## config.mk

```make
export PLATFORM = sky130hd
export DESIGN_NAME = rgb_ycbcr_colour_converter
export DESIGN_NICKNAME = d
export VERILOG_FILES = /design/src/rtl/rycc_pkg.sv /design/src/rtl/rycc_mul_stage.sv /design/src/rtl/rycc_sum_stage.sv /design/src/rtl/rycc_recip_stage.sv /design/src/rtl/rycc_out_stage.sv /design/src/rtl/rgb_ycbcr_colour_converter.sv
export VERILOG_INCLUDE_DIRS = /design/src /design/src/rtl
export SDC_FILE = /design/constraint.sdc
export NUM_CORES = 2
export LEC_CHECK = 0
export BUFFER_PORTS_ARGS = -buffer_cell sky130_fd_sc_hd__buf_2
export CORE_AREA = 5 5 415 417
export CTS_CLUSTER_DIAMETER = 150
export DETAILED_ROUTE_END_ITERATION = 6
export DIE_AREA = 0 0 420 422
export GPL_ROUTABILITY_DRIVEN = 0
export GPL_TIMING_DRIVEN = 0
export PLACE_DENSITY_LB_ADDON = 0.05
export REMOVE_ABC_BUFFERS = 1
export SYNTH_ARGS = -nofsm -noshare
export SYNTH_HDL_FRONTEND = slang
export SYNTH_SLANG_ARGS = --single-unit
export TNS_END_PERCENT = 5
```

## constraint.sdc

```tcl
create_clock -name clk -period 6.7 [get_ports clk]
set_input_delay 0.67 -clock clk [delete_from_list [all_inputs] [get_ports clk]]
set_output_delay 0.67 -clock clk [all_outputs]
set_load 0.02 [all_outputs]
```

## src/rtl/assert_macros.svh

```systemverilog
// Assertion macros for the RTL file that carries concurrent checks.
`ifndef ASSERT_MACROS_SVH
`define ASSERT_MACROS_SVH

// Same-cycle implication, sampled on clk and disabled while rst_n is low.
`define ASSERT_IMPLIES(label, ante, cons, msg) \
    label: assert property (@(posedge clk) disable iff (!rst_n) (ante) |-> (cons)) \
        else $error(msg);

// Next-cycle implication, sampled on clk and disabled while rst_n is low.
`define ASSERT_NEXT(label, ante, cons, msg) \
    label: assert property (@(posedge clk) disable iff (!rst_n) (ante) |=> (cons)) \
        else $error(msg);

`endif

```

## src/rtl/rycc_pkg.sv

```systemverilog
// Types, coefficients and constants shared by the colour converter pipeline.
package rycc_pkg;

    localparam int NUM_LANES   = 3;
    localparam int NUM_TERMS   = 3;
    localparam int OP_W        = 9;
    localparam int COEF_W      = 19;
    localparam int PROD_W      = OP_W + COEF_W;
    localparam int MAG_W       = 25;
    localparam int RECIP_W     = 16;
    localparam int RECIP_SHIFT = 32;
    localparam int QUO_W       = 9;
    localparam int DIV_W       = 17;
    localparam int SCALED_W    = QUO_W + DIV_W;
    localparam int REM_W       = 18;
    localparam int VAL_W       = 11;

    // All coefficients share a factor of eight with the scale of one million,
    // so the scale drops to 125000 and the rounding half to 62500.
    localparam logic [DIV_W-1:0]   DIVISOR = 17'd125000;
    localparam logic [MAG_W-1:0]   HALF    = 25'd62500;
    // floor(2^32 / 125000); the quotient estimate is then low by at most one.
    localparam logic [RECIP_W-1:0] RECIP   = 16'd34359;

    localparam logic [7:0] CHROMA_OFFSET = 8'd128;

    localparam logic DIR_FWD = 1'b0;
    localparam logic DIR_INV = 1'b1;

    typedef logic signed [COEF_W-1:0] coef_t;

    // Rows are output lanes, columns the weights of comp_a, comp_b, comp_c.
    localparam coef_t COEF_FWD [NUM_LANES][NUM_TERMS] = '{
        '{ 19'sd37375,   19'sd73375,   19'sd14250},
        '{-19'sd21092,  -19'sd41408,   19'sd62500},
        '{ 19'sd62500,  -19'sd52336,  -19'sd10164}
    };

    localparam coef_t COEF_INV [NUM_LANES][NUM_TERMS] = '{
        '{ 19'sd0,       19'sd0,       19'sd175250},
        '{ 19'sd0,      -19'sd43017,  -19'sd89267},
        '{ 19'sd0,       19'sd221500,  19'sd0}
    };

    typedef struct packed {
        logic signed [PROD_W-1:0] p2;
        logic signed [PROD_W-1:0] p1;
        logic signed [PROD_W-1:0] p0;
        logic [7:0]               base;
    } prod_lane_t;

    typedef struct packed {
        logic             neg;
        logic [MAG_W-1:0] mag;
        logic [7:0]       base;
    } mag_lane_t;

    typedef struct packed {
        logic             neg;
        logic [MAG_W-1:0] mag;
        logic [QUO_W-1:0] qest;
        logic [7:0]       base;
    } quo_lane_t;

endpackage

```

## src/rtl/rycc_mul_stage.sv

```systemverilog
// First pipeline stage: operand selection and the nine weighted products.
module rycc_mul_stage (
    input  logic                                          clk,
    input  logic                                          rst_n,
    input  logic                                          up_valid,
    output logic                                          up_ready,
    input  logic                                          direction,
    input  logic [7:0]                                    comp_a,
    input  logic [7:0]                                    comp_b,
    input  logic [7:0]                                    comp_c,
    output logic                                          dn_valid,
    input  logic                                          dn_ready,
    output rycc_pkg::prod_lane_t [rycc_pkg::NUM_LANES-1:0] lanes
);
    import rycc_pkg::*;

    logic                              valid_reg;
    logic                              valid_next;
    logic                              take;
    logic                              load;
    logic signed [OP_W-1:0]            op [NUM_TERMS];
    logic signed [PROD_W-1:0]          prod [NUM_LANES][NUM_TERMS];
    logic [7:0]                        base [NUM_LANES];
    prod_lane_t [NUM_LANES-1:0]        lanes_reg;
    prod_lane_t [NUM_LANES-1:0]        lanes_next;

    // In the inverse direction the chroma inputs are centered on zero.
    always_comb
    begin
        op[0] = $signed({1'b0, comp_a});
        if (direction == DIR_INV)
        begin
            op[1] = $signed({1'b0, comp_b}) - $signed({1'b0, CHROMA_OFFSET});
            op[2] = $signed({1'b0, comp_c}) - $signed({1'b0, CHROMA_OFFSET});
        end
        else
        begin
            op[1] = $signed({1'b0, comp_b});
            op[2] = $signed({1'b0, comp_c});
        end
    end

    for (genvar l = 0; l < NUM_LANES; l++)
    begin : g_lane
        for (genvar t = 0; t < NUM_TERMS; t++)
        begin : g_term
            assign prod[l][t] = op[t] * ((direction == DIR_INV) ? COEF_INV[l][t]
                                                                : COEF_FWD[l][t]);
        end
        assign base[l] = (direction == DIR_INV) ? comp_a
                       : ((l == 0) ? 8'd0 : CHROMA_OFFSET);
    end

    always_comb
    begin
        for (int l = 0; l < NUM_LANES; l++)
        begin
            lanes_next[l].p0   = prod[l][0];
            lanes_next[l].p1   = prod[l][1];
            lanes_next[l].p2   = prod[l][2];
            lanes_next[l].base = base[l];
        end
    end

    assign take       = !valid_reg || dn_ready;
    assign load       = take && up_valid;
    assign valid_next = take ? up_valid : valid_reg;

    always_ff @(posedge clk or negedge rst_n)
    begin
        if (!rst_n)
        begin
            valid_reg <= 1'b0;
        end
        else
        begin
            valid_reg <= valid_next;
        end
    end

    always_ff @(posedge clk)
    begin
        if (load)
        begin
            lanes_reg <= lanes_next;
        end
    end

    assign up_ready = take;
    assign dn_valid = valid_reg;
    assign lanes    = lanes_reg;

endmodule

```

## src/rtl/rycc_sum_stage.sv

```systemverilog
// Second pipeline stage: sum of products, sign split and rounding offset.
module rycc_sum_stage (
    input  logic                                          clk,
    input  logic                                          rst_n,
    input  logic                                          up_valid,
    output logic                                          up_ready,
    input  rycc_pkg::prod_lane_t [rycc_pkg::NUM_LANES-1:0] up_lanes,
    output logic                                          dn_valid,
    input  logic                                          dn_ready,
    output rycc_pkg::mag_lane_t [rycc_pkg::NUM_LANES-1:0]  lanes
);
    import rycc_pkg::*;

    logic                      valid_reg;
    logic                      valid_next;
    logic                      take;
    logic                      load;
    logic signed [PROD_W-1:0]  sum [NUM_LANES];
    logic [PROD_W-1:0]         absval [NUM_LANES];
    mag_lane_t [NUM_LANES-1:0] lanes_reg;
    mag_lane_t [NUM_LANES-1:0] lanes_next;

    // Rounding half away from zero works on the magnitude, so the sign is kept aside.
    always_comb
    begin
        for (int l = 0; l < NUM_LANES; l++)
        begin
            sum[l]             = up_lanes[l].p0 + up_lanes[l].p1 + up_lanes[l].p2;
            absval[l]          = sum[l][PROD_W-1] ? PROD_W'(-sum[l]) : PROD_W'(sum[l]);
            lanes_next[l].neg  = sum[l][PROD_W-1];
            lanes_next[l].mag  = absval[l][MAG_W-1:0] + HALF;
            lanes_next[l].base = up_lanes[l].base;
        end
    end

    assign take       = !valid_reg || dn_ready;
    assign load       = take && up_valid;
    assign valid_next = take ? up_valid : valid_reg;

    always_ff @(posedge clk or negedge rst_n)
    begin
        if (!rst_n)
        begin
            valid_reg <= 1'b0;
        end
        else
        begin
            valid_reg <= valid_next;
        end
    end

    always_ff @(posedge clk)
    begin
        if (load)
        begin
            lanes_reg <= lanes_next;
        end
    end

    assign up_ready = take;
    assign dn_valid = valid_reg;
    assign lanes    = lanes_reg;

endmodule

```

## src/rtl/rycc_recip_stage.sv

```systemverilog
// Third pipeline stage: quotient estimate by multiplication with a reciprocal.
module rycc_recip_stage (
    input  logic                                          clk,
    input  logic                                          rst_n,
    input  logic                                          up_valid,
    output logic                                          up_ready,
    input  rycc_pkg::mag_lane_t [rycc_pkg::NUM_LANES-1:0]  up_lanes,
    output logic                                          dn_valid,
    input  logic                                          dn_ready,
    output rycc_pkg::quo_lane_t [rycc_pkg::NUM_LANES-1:0]  lanes
);
    import rycc_pkg::*;

    logic                         valid_reg;
    logic                         valid_next;
    logic                         take;
    logic                         load;
    logic [MAG_W+RECIP_W-1:0]     scaled [NUM_LANES];
    quo_lane_t [NUM_LANES-1:0]    lanes_reg;
    quo_lane_t [NUM_LANES-1:0]    lanes_next;

    always_comb
    begin
        for (int l = 0; l < NUM_LANES; l++)
        begin
            scaled[l]          = (MAG_W+RECIP_W)'(up_lanes[l].mag) * (MAG_W+RECIP_W)'(RECIP);
            lanes_next[l].neg  = up_lanes[l].neg;
            lanes_next[l].mag  = up_lanes[l].mag;
            lanes_next[l].qest = scaled[l][RECIP_SHIFT +: QUO_W];
            lanes_next[l].base = up_lanes[l].base;
        end
    end

    assign take       = !valid_reg || dn_ready;
    assign load       = take && up_valid;
    assign valid_next = take ? up_valid : valid_reg;

    always_ff @(posedge clk or negedge rst_n)
    begin
        if (!rst_n)
        begin
            valid_reg <= 1'b0;
        end
        else
        begin
            valid_reg <= valid_next;
        end
    end

    always_ff @(posedge clk)
    begin
        if (load)
        begin
            lanes_reg <= lanes_next;
        end
    end

    assign up_ready = take;
    assign dn_valid = valid_reg;
    assign lanes    = lanes_reg;

endmodule

```

## src/rtl/rycc_out_stage.sv

```systemverilog
// Fourth pipeline stage: quotient correction, offset, clamp and output register.
module rycc_out_stage (
    input  logic                                          clk,
    input  logic                                          rst_n,
    input  logic                                          up_valid,
    output logic                                          up_ready,
    input  rycc_pkg::quo_lane_t [rycc_pkg::NUM_LANES-1:0]  up_lanes,
    output logic                                          dn_valid,
    input  logic                                          dn_ready,
    output logic [rycc_pkg::NUM_LANES-1:0][7:0]           pix
);
    import rycc_pkg::*;

    logic                              valid_reg;
    logic                              valid_next;
    logic                              take;
    logic                              load;
    logic [SCALED_W-1:0]               back [NUM_LANES];
    logic [SCALED_W-1:0]               diff [NUM_LANES];
    logic [REM_W-1:0]                  rem [NUM_LANES];
    logic [QUO_W-1:0]                  quo [NUM_LANES];
    logic signed [VAL_W-1:0]           val [NUM_LANES];
    logic [NUM_LANES-1:0][7:0]         pix_reg;
    logic [NUM_LANES-1:0][7:0]         pix_next;

    // The estimate is low by at most one, so a single compare fixes it.
    always_comb
    begin
        for (int l = 0; l < NUM_LANES; l++)
        begin
            back[l] = SCALED_W'(up_lanes[l].qest) * SCALED_W'(DIVISOR);
            diff[l] = SCALED_W'(up_lanes[l].mag) - back[l];
            rem[l]  = diff[l][REM_W-1:0];
            quo[l]  = up_lanes[l].qest + QUO_W'(rem[l] >= REM_W'(DIVISOR));
            if (up_lanes[l].neg)
            begin
                val[l] = $signed({3'b000, up_lanes[l].base}) - $signed({2'b00, quo[l]});
            end
            else
            begin
                val[l] = $signed({3'b000, up_lanes[l].base}) + $signed({2'b00, quo[l]});
            end
            priority if (val[l][VAL_W-1] || (val[l] == '0))
            begin
                pix_next[l] = 8'd0;
            end
            else if (val[l][VAL_W-1:8] != '0)
            begin
                pix_next[l] = 8'd255;
            end
            else
            begin
                pix_next[l] = val[l][7:0];
            end
        end
    end

    assign take       = !valid_reg || dn_ready;
    assign load       = take && up_valid;
    assign valid_next = take ? up_valid : valid_reg;

    always_ff @(posedge clk or negedge rst_n)
    begin
        if (!rst_n)
        begin
            valid_reg <= 1'b0;
        end
        else
        begin
            valid_reg <= valid_next;
        end
    end

    always_ff @(posedge clk)
    begin
        if (load)
        begin
            pix_reg <= pix_next;
        end
    end

    assign up_ready = take;
    assign dn_valid = valid_reg;
    assign pix      = pix_reg;

endmodule

```

## src/rtl/rgb_ycbcr_colour_converter.sv

```systemverilog
// Top level of the full-range RGB / YCbCr colour converter pipeline.
//
//   Channel   Signals                                   Direction
//   input     in_valid, in_stall, comp_a/b/c            pixel transaction in
//   output    out_valid, out_stall, out_a/b/c           pixel transaction out
//   config    cfg_wr_en, cfg_wr_data                    direction register write
//
// Throughput is one pixel transaction per clock while out_stall is low; the pipeline
// stages are multiply, sum, reciprocal multiply, and correct and clamp.
// The widest path is the 25 by 16 bit reciprocal multiplier in the third stage.
// rst_n clears all valid bits and sets the direction to RGB to YCbCr.
// Each stage holds its transaction while the next one is full and stalled, so a
// stall on the output only reaches in_stall once every stage is occupied.
`include "assert_macros.svh"

module rgb_ycbcr_colour_converter (
    input  logic       clk,
    input  logic       rst_n,
    input  logic       cfg_wr_en,
    input  logic       cfg_wr_data,
    input  logic       in_valid,
    output logic       in_stall,
    input  logic [7:0] comp_a,
    input  logic [7:0] comp_b,
    input  logic [7:0] comp_c,
    output logic       out_valid,
    input  logic       out_stall,
    output logic [7:0] out_a,
    output logic [7:0] out_b,
    output logic [7:0] out_c
);
    import rycc_pkg::*;

    // Direction register: 0 converts RGB to YCbCr, 1 converts YCbCr to RGB.
    // The user must write it only while the pipeline is empty, so the first stage
    // can sample it directly; the block itself does not enforce this.
    logic direction_reg;
    logic direction_next;

    logic s1_ready;
    logic s1_valid;
    logic s2_ready;
    logic s2_valid;
    logic s3_ready;
    logic s3_valid;
    logic s4_ready;

    prod_lane_t [NUM_LANES-1:0] s1_lanes;
    mag_lane_t  [NUM_LANES-1:0] s2_lanes;
    quo_lane_t  [NUM_LANES-1:0] s3_lanes;
    logic [NUM_LANES-1:0][7:0]  pix;

    assign direction_next = cfg_wr_en ? cfg_wr_data : direction_reg;

    always_ff @(posedge clk or negedge rst_n)
    begin
        if (!rst_n)
        begin
            direction_reg <= DIR_FWD;
        end
        else
        begin
            direction_reg <= direction_next;
        end
    end

    // Stage one: pick operands and coefficients for the direction and form all
    // nine weighted products in parallel.
    rycc_mul_stage u_mul (
        .clk       (clk),
        .rst_n     (rst_n),
        .up_valid  (in_valid),
        .up_ready  (s1_ready),
        .direction (direction_reg),
        .comp_a    (comp_a),
        .comp_b    (comp_b),
        .comp_c    (comp_c),
        .dn_valid  (s1_valid),
        .dn_ready  (s2_ready),
        .lanes     (s1_lanes)
    );

    // Stage two: add the three products of each lane and split off the sign
    // so the rounding offset can be applied to the magnitude.
    rycc_sum_stage u_sum (
        .clk      (clk),
        .rst_n    (rst_n),
        .up_valid (s1_valid),
        .up_ready (s2_ready),
        .up_lanes (s1_lanes),
        .dn_valid (s2_valid),
        .dn_ready (s3_ready),
        .lanes    (s2_lanes)
    );

    // Stage three: estimate the quotient by 125000 through a fixed reciprocal.
    rycc_recip_stage u_recip (
        .clk      (clk),
        .rst_n    (rst_n),
        .up_valid (s2_valid),
        .up_ready (s3_ready),
        .up_lanes (s2_lanes),
        .dn_valid (s3_valid),
        .dn_ready (s4_ready),
        .lanes    (s3_lanes)
    );

    // Stage four: correct the estimate, restore the sign, add the base
    // (zero, the chroma offset or the luma input) and clamp to a byte.
    rycc_out_stage u_out (
        .clk      (clk),
        .rst_n    (rst_n),
        .up_valid (s3_valid),
        .up_ready (s4_ready),
        .up_lanes (s3_lanes),
        .dn_valid (out_valid),
        .dn_ready (!out_stall),
        .pix      (pix)
    );

    assign in_stall = !s1_ready;
    assign out_a    = pix[0];
    assign out_b    = pix[1];
    assign out_c    = pix[2];

    // Backpressure reaches the input when every stage holds a transaction and the output stalls.
    `ASSERT_IMPLIES(a_full_stall,
        s1_valid && s2_valid && s3_valid && out_valid && out_stall,
        in_stall,
        "input accepted while every pipeline stage is full and stalled")

    // The reciprocal estimate must never be off by more than one; checked on the first and third lanes.
    `ASSERT_IMPLIES(a_quo_lane0,
        s3_valid,
        (SCALED_W'(s3_lanes[0].qest) * SCALED_W'(DIVISOR) <= SCALED_W'(s3_lanes[0].mag)) &&
        (SCALED_W'(s3_lanes[0].mag) <
         SCALED_W'(s3_lanes[0].qest) * SCALED_W'(DIVISOR) + SCALED_W'(2 * DIVISOR)),
        "quotient estimate out of range on the first lane")

    `ASSERT_IMPLIES(a_quo_lane2,
        s3_valid,
        (SCALED_W'(s3_lanes[2].qest) * SCALED_W'(DIVISOR) <= SCALED_W'(s3_lanes[2].mag)) &&
        (SCALED_W'(s3_lanes[2].mag) <
         SCALED_W'(s3_lanes[2].qest) * SCALED_W'(DIVISOR) + SCALED_W'(2 * DIVISOR)),
        "quotient estimate out of range on the third lane")

endmodule
```

==> reports/results.tsv <==
metric	value	unit
pin count of the biggest net entering global routing	72	
cell taking the most area after synthesis	fa_1	
failing checks	negative setup slack	
top cells by count, synth	inv_1 (1457), ha_1 (1347), fa_1 (931)	
Seq/Total Area, Yosys	0.182	
area share of the largest cell type after synthesis	0.260	
Initial Util	0.426	
Total GRT Usage	0.213	
R2R Setup Slk	-0.04	ns
Remaining DRCs	0	
count leader, synth	inv_1	
Crit Path Class	flop to flop	
maximum clock path buffer count	3	
final wirelength	187	mm
Tmin final	6.74	ns
H-tree depth	2	
CP max stage delay	0.53	ns
core area	0.168	mm²
IO Port Bufs	55	
Min-Delay Path Depth	2	
Nets	9428	
fin worst setup slack	-0.0420	ns
initial antenna violation count	16	
worst slew pin tran	1.36	ns
Vias per Instance	5.20	
Seq cells post-synth	435	
initial DRC count	2389	
FP Rows	151	
FF-to-FF Start	u_recip.lanes[94]$_DFFE_PP_	
Synth Flop Type	edfxtp_1	
root buffer cell	clkbuf_16	
die area	0.177	mm²
vias in the first global route	50500	
max reg flops	237	
max-cap viol count	0	
Hold Path Sink	u_mul.dn_valid$_DFFE_PN0N_	
Detail Placement HPWL	158	mm
clock latency on the worst-skew pair	0.67	ns
die width	420	µm
total gr overflow	0	
CTS buffer count	57	
layout cell share with drive strength beyond 1	0.0689	
hold_sp	in_valid	
Worst Path Required	7.11	ns
unrepaired setup endpoints after global routing	yes	
Slowest cell on crit path	fa_1	
mapped cell area	0.0718	mm²
setup tns final	-0.194	ns
first-pass GRT wire length	292	mm
HP Class	input pin to flop	
status	complete, but fails checks	
Setup Skew	0.0340	ns
post-route ant nets	0	
final hold violation count	0	
io pins	56	
Vias	48800	
final setup violation count	9	
CP arrival	7.16	ns
Worst setup SP type	flop	
fmax	148	MHz
cells after synthesis	6966	
Sink Count	435	
TritonRoute pass-1 iters	6	
wire length per cell	19.9	µm
Syn. warnings	0	
Area contributors post-synth	fa_1 (26%), ha_1 (23%), edfxtp_1 (18%), inv_1 (7.6%), xnor2_1 (4.1%)	
Max-Slew Margin vs Limit	0.0846	
critical path endpoint category	flop	
Final period util	1.01	
Syn Area/Cell	10.3	µm²
Post-synth EDFFs	430	
fin. max-slew vios	0	
fraction of registers with async set/reset	0.0115	
post-synth cell types	95	
hold_ws	0.220	ns
CTS tree	done	
Worst-path clk slew	0.06	ns
R2R depth	28	
height of the chip	422	µm
worst reg2reg path endpoint	u_out.pix[18]$_SDFFCE_PP0P_	
P&R area growth vs syn	9.31	%
CP max FO	5	
==> kinds of logic after synthesis <==
kind of cell,after synthesis,synth area share
flip-flops,435,0.182
AND/OR/NAND/NOR,1123,0.0790
buffers and inverters,1527,0.0801
adder cells (fa/ha/maj),2278,0.495
AO/OA/AOI/OAI,1099,0.102
other,2,0.000105
XOR/XNOR,470,0.0575
multiplexers,32,0.00460
==> per-layer routing <==
metal	up-vias	track usage	share of wire
li1	23700	-	-
met1	24200	0.300	0.47
met2	701	0.351	0.47
met3	205	0.0229	0.033
met4	2	0.0554	0.031
met5	-	0	0.000070
==> layout by cell type, fill, tap and decap left out, types with 14 or more instances in the layout <==
master	instances
nand3_1	105
ha_1	1324
o211ai_1	23
clkinvlp_4	22
o31ai_1	20
mux2i_1	24
o21ai_1	19
or3_1	41
nor2b_1	55
xor2_1	122
xnor2_1	325
a211oi_1	30
nand2b_1	47
nor2_1	273
buf_4	72
fa_1	924
o21a_1	60
o22ai_1	15
o21ai_0	159
nand2_1	216
a31oi_1	39
o21bai_1	48
and2_1	34
and3_1	51
nand4_1	22
a21o_1	154
or2_2	39
xnor2_2	14
edfxtp_1	430
a21boi_0	25
clkbuf_16	57
buf_2	55
conb_1	17
nor3_1	103
a21oi_2	30
nor3b_1	14
inv_1	1440
nor4_1	25
a21oi_1	254
a2111oi_0	15
==> worst max-delay path: cells and delay by family, from the launching register on <==
| kind | cells | cell delay, ns |
|---|---|---|
| adders and majority gates | 9 | 3.04 |
| AOI/OAI and AO/OA | 12 | 1.92 |
| and+or+nand+nor | 4 | 0.62 |
| DFF | 1 | 0.44 |
| xor gates and xnor gates | 2 | 0.36 |
| buffers and inverters | 1 | 0.09 |
==> worst max path at each step <==
stage / startpoint / endpoint / slack [ns] / cells past startpoint
2_1_floorplan: direction_reg$_DFFE_PN0P_ / u_mul.lanes[62]$_DFFE_PP_ / -0.34 / 20
3_5_place_dp: direction_reg$_DFFE_PN0P_ / u_mul.lanes[180]$_DFFE_PP_ / -2.30 / 23
3_3_place_gp: direction_reg$_DFFE_PN0P_ / u_mul.lanes[182]$_DFFE_PP_ / -5.66 / 24
5_1_grt: u_recip.lanes[94]$_DFFE_PP_ / u_out.pix[18]$_SDFFCE_PP0P_ / -0.39 / 29
6_report: u_recip.lanes[94]$_DFFE_PP_ / u_out.pix[18]$_SDFFCE_PP0P_ / -0.04 / 28
4_1_cts: direction_reg$_DFFE_PN0P_ / u_mul.lanes[30]$_DFFE_PP_ / -0.12 / 23
==> per-stage QoR <==
step,area (µm²),setup WS [ns],utilization,std cells
final,78400,-0.0420,0.466,9387
after global routing,78400,-0.387,0.466,9386
after CTS,77800,-0.123,0.462,9363
after detailed placement,74900,-2.30,0.445,9201
after global placement,74600,-5.66,0.443,9186
after floorplan,71500,-0.338,-,6913
==> final cells by class <==
| class | instances | area, µm² |
|---|---|---|
| fill | 15900 | 89900 |
| multi-input combinational | 5019 | 54000 |
| sequential | 435 | 13000 |
| inverter | 1459 | 5520 |
| tap | 2218 | 2780 |
| clock buffer | 62 | 1450 |
| timing repair buffer | 148 | 1210 |
| clock inverter | 42 | 473 |
| antenna | 4 | 10.0 |
==> timing repair <==
item | CTS | global route
buffers inserted | 57 | 20
gates resized for setup | 127 | 108
endpoints found under the hold margin | 5 | 0
pin swaps | 38 | 59
setup endpoints to repair | 140 | 89
hold buffers | 1 | 0
Power is left out: the tool's default activity adds up to more than one toggle a clock period on the data nets, which glitch-free logic cannot reach.
